### src/rtl/sbbfa_ram.sv
// Generic single-port-write, single-port-read RAM with registered read data.
module sbbfa_ram #(
    parameter int WIDTH = 32,
    parameter int DEPTH = 128
) (
    input  logic                     clk,
    input  logic                     we,
    input  logic [$clog2(DEPTH)-1:0] waddr,
    input  logic [WIDTH-1:0]         wdata,
    input  logic                     re,
    input  logic [$clog2(DEPTH)-1:0] raddr,
    output logic [WIDTH-1:0]         rdata
);

    logic [WIDTH-1:0] mem [DEPTH];

    // Write port
    always_ff @(posedge clk)
    begin
        if (we)
        begin
            mem[waddr] <= wdata;
        end
    end

    // Registered read port
    always_ff @(posedge clk)
    begin
        if (re)
        begin
            rdata <= mem[raddr];
        end
    end

endmodule

### config.mk
export PLATFORM = sky130hd
export DESIGN_NAME = sbbfa_ram
export DESIGN_NICKNAME = d
export VERILOG_FILES = /design/src/rtl/sbbfa_ram.sv
export SDC_FILE = /design/constraint.sdc
export NUM_CORES = 2
export LEC_CHECK = 0
export ABC_AREA = 1
export BUFFER_PORTS_ARGS = -buffer_cell sky130_fd_sc_hd__buf_2
export CAP_MARGIN = 5
export CORE_MARGIN = 2
export CORE_UTILIZATION = 40
export CTS_CLUSTER_SIZE = 10
export DETAILED_ROUTE_END_ITERATION = 16
export GPL_TIMING_DRIVEN = 0
export MAX_ROUTING_LAYER = met4
export PLACE_DENSITY = 0.53
export SYNTH_ARGS = -nofsm -noshare
export SYNTH_HDL_FRONTEND = slang
export SYNTH_SLANG_ARGS = --single-unit
### constraint.sdc
create_clock -name clk -period 6.53 [get_ports clk]
set_input_delay 0.653 -clock clk [delete_from_list [all_inputs] [get_ports clk]]
set_output_delay 0.653 -clock clk [all_outputs]
set_load 0.01 [all_outputs]
==> Yosys cells after proc, flatten, opt, wreduce, memory -nomap -nowiden <==
Memory sizes are Yosys's and may differ from the RTL's. A register that Yosys moved wholly into a read port is not among the register bits.
Cells that the tools add are included.
{ "word_totals": {"elab_cells": 3, "memories": 1, "regBits": 0, "mem_bits_rw": 4096} }
{ "op_classes": {"mux": 2} }
{ "memory_table": {"columns": ["memory", "depth", "word_bits", "read_ports", "rd_clocked_by_memory_dff", "write_ports", "line", "source"], "rows": [
  ["mem", 128, 32, 1, 1, 1, "15", "logic [WIDTH-1:0] mem [DEPTH];"]
]} }
{ "ops": {"columns": ["op", "n"], "rows": [
  ["2-to-1 mux 1 bit", 2]
]} }

==> Logic depth before layout (Yosys ltp) <==
{ "depth": {"depth_word": 2, "ltp_mapped": 13, "mapped_depth_nobuf": 9} }

==> Worst setup path before layout <==
Ideal clock, no wire load.
{ "synth_timing": {"path_kind": "input port to flip-flop", "startpoint": "input we", "endpoint": "memory mem[105][0] (enable)", "setup_time_ps": 421, "path_slack_ps": 3479, "t_required_ps": 6109, "t_arrival_ps": 2630, "stages": 4, "cell_sequence": "clkbuf_1 nand2_1 clkbuf_1 nor2_1"} }
{ "synth_between": {"elab_chain_len": 2} }
{ "synth_lines": {"columns": ["item", "line", "source"], "rows": [
  ["start: declaration", "7", "input logic we,"],
  ["2-to-1 mux 1 bit", "20", "if (we)"],
  ["2-to-1 mux 1 bit (implied by the code)", "22", "mem[waddr] <= wdata;"],
  ["end: declaration", "15", null]
]} }
No other way between the ends.

==> Implementation_results.wiki <==
{| class="wikitable"
! Metric !! Value
|-
| Run status || complete, but fails checks
|-
| Violated checks || capacitance limit, slew limit
|-
| Height of the die || roughly 650 microns
|-
| Fraction of final layout cells with drive strength greater than 1 || 11.6%
|-
| Area share of fa/ha/maj cells after synthesis || 0%
|-
| Portion of total power attributed to the clock network || 40.8%
|-
| Top cell family by delay on the critical path || buffers and inverters
|-
| Highest clock rate || 224 MHz
|-
| Cell count after placement || approximately 19000
|-
| Synthesis-stage register bit count || between 4000 and 5000
|-
| Total via count in the routed design || around 120k
|-
| Port-buffer cells || 75
|-
| Final weighted congestion of routability-driven global placement || ~1.1
|-
| Clock period minus worst slack || between 4 and 5 ns
|-
| Site Rows || roughly 240
|-
| Largest fanout on the critical path || 12
|-
| Xor and xnor area share after synthesis || 0%
|-
| Initial core utilization || 40.2%
|-
| Number of buffer and inverter instances along the worst setup path || 3
|-
| Leading area contributor after synthesis || edfxtp_1
|-
| Clock skew || ~0.061 ns
|-
| Final setup fails || 0
|-
| Fill cell count || approximately 37000
|-
| Type of the worst setup path || in2reg
|-
| Slowest stage cell on the critical path || buf_1
|-
| Cell Count, Final, Fillers Out || between 15000 and 20000
|-
| Worst max-slew margin expressed relative to the limit || -14.2%
|-
| Worst path arrival time || a little over 5 ns
|-
| Switching power as a share of total power || approximately 25%
|-
| Global-route wire length before repair || 927000 microns
|-
| Clk buf depth || 4
|-
| Internal power of the cells || approximately 43 mW
|-
| Synth top area share || about three quarters
|-
| I/O pin count || ~80
|-
| Final count of hold timing violations || 0
|-
| Antenna violations before repair || 115
|-
| Sequential cell fraction of total power || roughly 50%
|-
| Avg WL per Cell || between 30 and 40 microns
|-
| Total nets after synthesis || around 13000
|-
| Combinational family with the most area after synthesis || simple AND/OR/NAND/NOR gates
|-
| Leak Pwr || 66.5 nW
|-
| Final Max Tran Viols || 11
|-
| RSZ-0062 raised after global routing || false
|-
| Placeable core region || 0.410 sq mm
|-
| Simple-gate share of the synthesized area || approximately 22%
|-
| Transition time at the pin with the least slew margin || around 1.7 ns
|-
| Die X || 646 microns
|-
| Sinks on the clock net || about 4100
|-
| Mean post-synth cell area || 12.3 sq um
|-
| Number of instances resized during post-cts repair || 0
|-
| Most area-consuming cells after synthesis || edfxtp_1, nand3_1, nand2_1, buf_2, buf_4
|-
| Classification of the worst-slack hold path || in2reg
|-
| Design area || between 0.15 and 0.2 sq mm
|-
| Vias per inst || roughly 6
|-
| Worst IR Drop VDD || 247 uV
|-
| Share of the core filled with cells in the final layout || between 40% and 50%
|-
| H-tree depth reported by CTS || 5
|-
| YS warnings || 0
|-
| Die footprint || between 0.4 and 0.5 sq mm
|-
| Pin count of the biggest net entering global routing || 100
|-
| Number of distinct library cells after synthesis || 14
|-
| Worst skew pair latency || a little over 1 ns
|-
| DRC || 0
|-
| Total length of routed wires || 699000 microns
|-
| Clock-pin slew on the worst setup and hold paths || around 0.060 ns
|-
| Total setup buffers inserted after CTS || 0
|-
| Compound-gate portion of the synthesized area || 0%
|-
| Nature of the critical path endpoint || flop
|-
| Final period utilization || around 68%
|-
| Fin Hold WS || around 0.067 ns
|-
| Req. time, crit path || between 7 and 8 ns
|-
| Reported net switching power || about 14 mW
|-
| CTS Buf Count || roughly 460
|-
| Sum of negative setup slack || 0 ns
|-
| Final global-route overflow total || 0
|-
| Placed cell area || about 0.18 sq mm
|-
| Share of total power in combinational logic || under 10%
|-
| Post-synthesis cell area || roughly 0.16 sq mm
|-
| CTS tree || yes
|-
| Most frequent cell on the critical path || nand3_1
|-
| Sum of net half-perimeters after detailed placement || around 500000 microns
|-
| Critical path startpoint category || primary input
|-
| Residual antenna-violating net count after detailed routing || 0
|-
| Count of hold-fix buffers inserted at cts || 4
|-
| Post-synthesis sequential area ratio || between 70% and 80%
|-
| Root buf cell || clkbuf_16
|-
| Max-Cap Viols || 2
|-
| Iter 0 DRT Violations || 20394
|-
| Area growth, synth to finish || 16.0%
|-
| Power per cell area || 299 mW/mm^2
|-
| Via count of the first global-routing pass || between 100k and 150k
|-
| Total Routing Usage GR || 33.8%
|-
| Gate count of the mapped netlist || about 13000
|-
| Multiplexer share of the synthesized area || 0%
|-
| Cells traversed along the worst timing path || clkbuf_1 > clkbuf_2 > buf_1 > nand3_1 > nand3_1 > nand3_1 > nand3_1 > nand2_1
|-
| Number of optimization iterations in the first detailed-route pass || 8
|-
| Max stage delay on crit path || ~1.1 ns
|-
| Number of nets in the final layout || roughly 14000
|}
## path summary, 6_finish.rpt
path              slack [ns]         from  cells past startpoint     endpoint
hold / removal          0.07     wdata[5]                      1  mem[120][5]
setup reg to reg        3.83  mem[66][14]                      8    rdata[14]
setup / recovery        2.06     raddr[3]                      8    rdata[18]
hold reg to reg         1.15   mem[31][6]                      8     rdata[6]
## state kept, by name (all words and copies together), names as in the netlist
register and count:
rdata 32, mem 4096
## synthesized netlist by cell type
master and number:
nand2_1 4151, buf_2 602, clkbuf_1 109, inv_2 2, nand3_1 4035, buf_8 1, nor2_1 134, nor3_1 8
edfxtp_1 4128, inv_1 20, inv_4 2, buf_1 100, buf_6 11, buf_4 86
## cell type report
cell class	instances	area [sq um]	area share [%]
clock inverter	47	607	0.317
antenna	98	245	0.128
timing repair buffer	296	5690	2.97
sequential	4128	124000	64.8
buffer	909	4620	2.41
clock buffer	547	12000	6.29
tap	5451	6820	3.56
multi-input combinational	8328	37300	19.5
inverter	24	95.1	0.0497
## routing by layer
metal | up-vias | GRT usage, % | wire, microns | share of wire, %
li1 | 49579 | - | - | -
met1 | 58648 | 42.4 | 256000 | 37
met2 | 8003 | 49.3 | 307000 | 44
met3 | 1655 | 8.70 | 85400 | 12
met4 | 0 | 20.4 | 50200 | 7.2
met5 | - | - | 0 | 0
## per-stage QoR
| stage | setup slack (ns) | power, mW |
|---|---|---|
| 2_1_floorplan | 3.48 | 31.6 |
| 3_3_place_gp | -0.169 | 34.1 |
| 3_5_place_dp | 1.50 | 34.2 |
| 4_1_cts | 2.58 | 57.0 |
| 5_1_grt | 2.47 | 58.2 |
| 6_report | 2.06 | 57.1 |
## cells in the final DEF (no fill, tap or decap), drive strengths merged
cell type    instances
nand2             4151
edfxtp            4128
nand3             4035
buf               1092
clkbuf             656
nor2               134
diode               98
clkinv              35
inv                 34
nor3                 8
dlygate4sd3          4
bufinv               2
## worst register-to-register path, stage by stage, from the launching register on
cell and delay (ns):
edfxtp_1 0.37, nand2_1 0.08, nand3_1 0.09, nand3_1 0.14, nand3_1 0.37, nand3_1 0.23
nand3_1 0.50, nand3_1 0.28, nand2_1 0.29
## logic make-up after synthesis
family,count (synthesis)
and+or+nand+nor,8328
DFF,4128
buffers and inverters,933
## power by group through the flow
stage | sequential [mW] | clock [mW] | combinational, mW
after floorplan | 29.9 | 0 | 1.76
after global placement | 29.9 | 0 | 4.15
after detailed placement | 29.9 | 0 | 4.31
after CTS | 29.3 | 23.3 | 4.32
after global routing | 29.3 | 24.3 | 4.56
final | 29.3 | 23.3 | 4.48
Power figures use the tool's default switching activity.
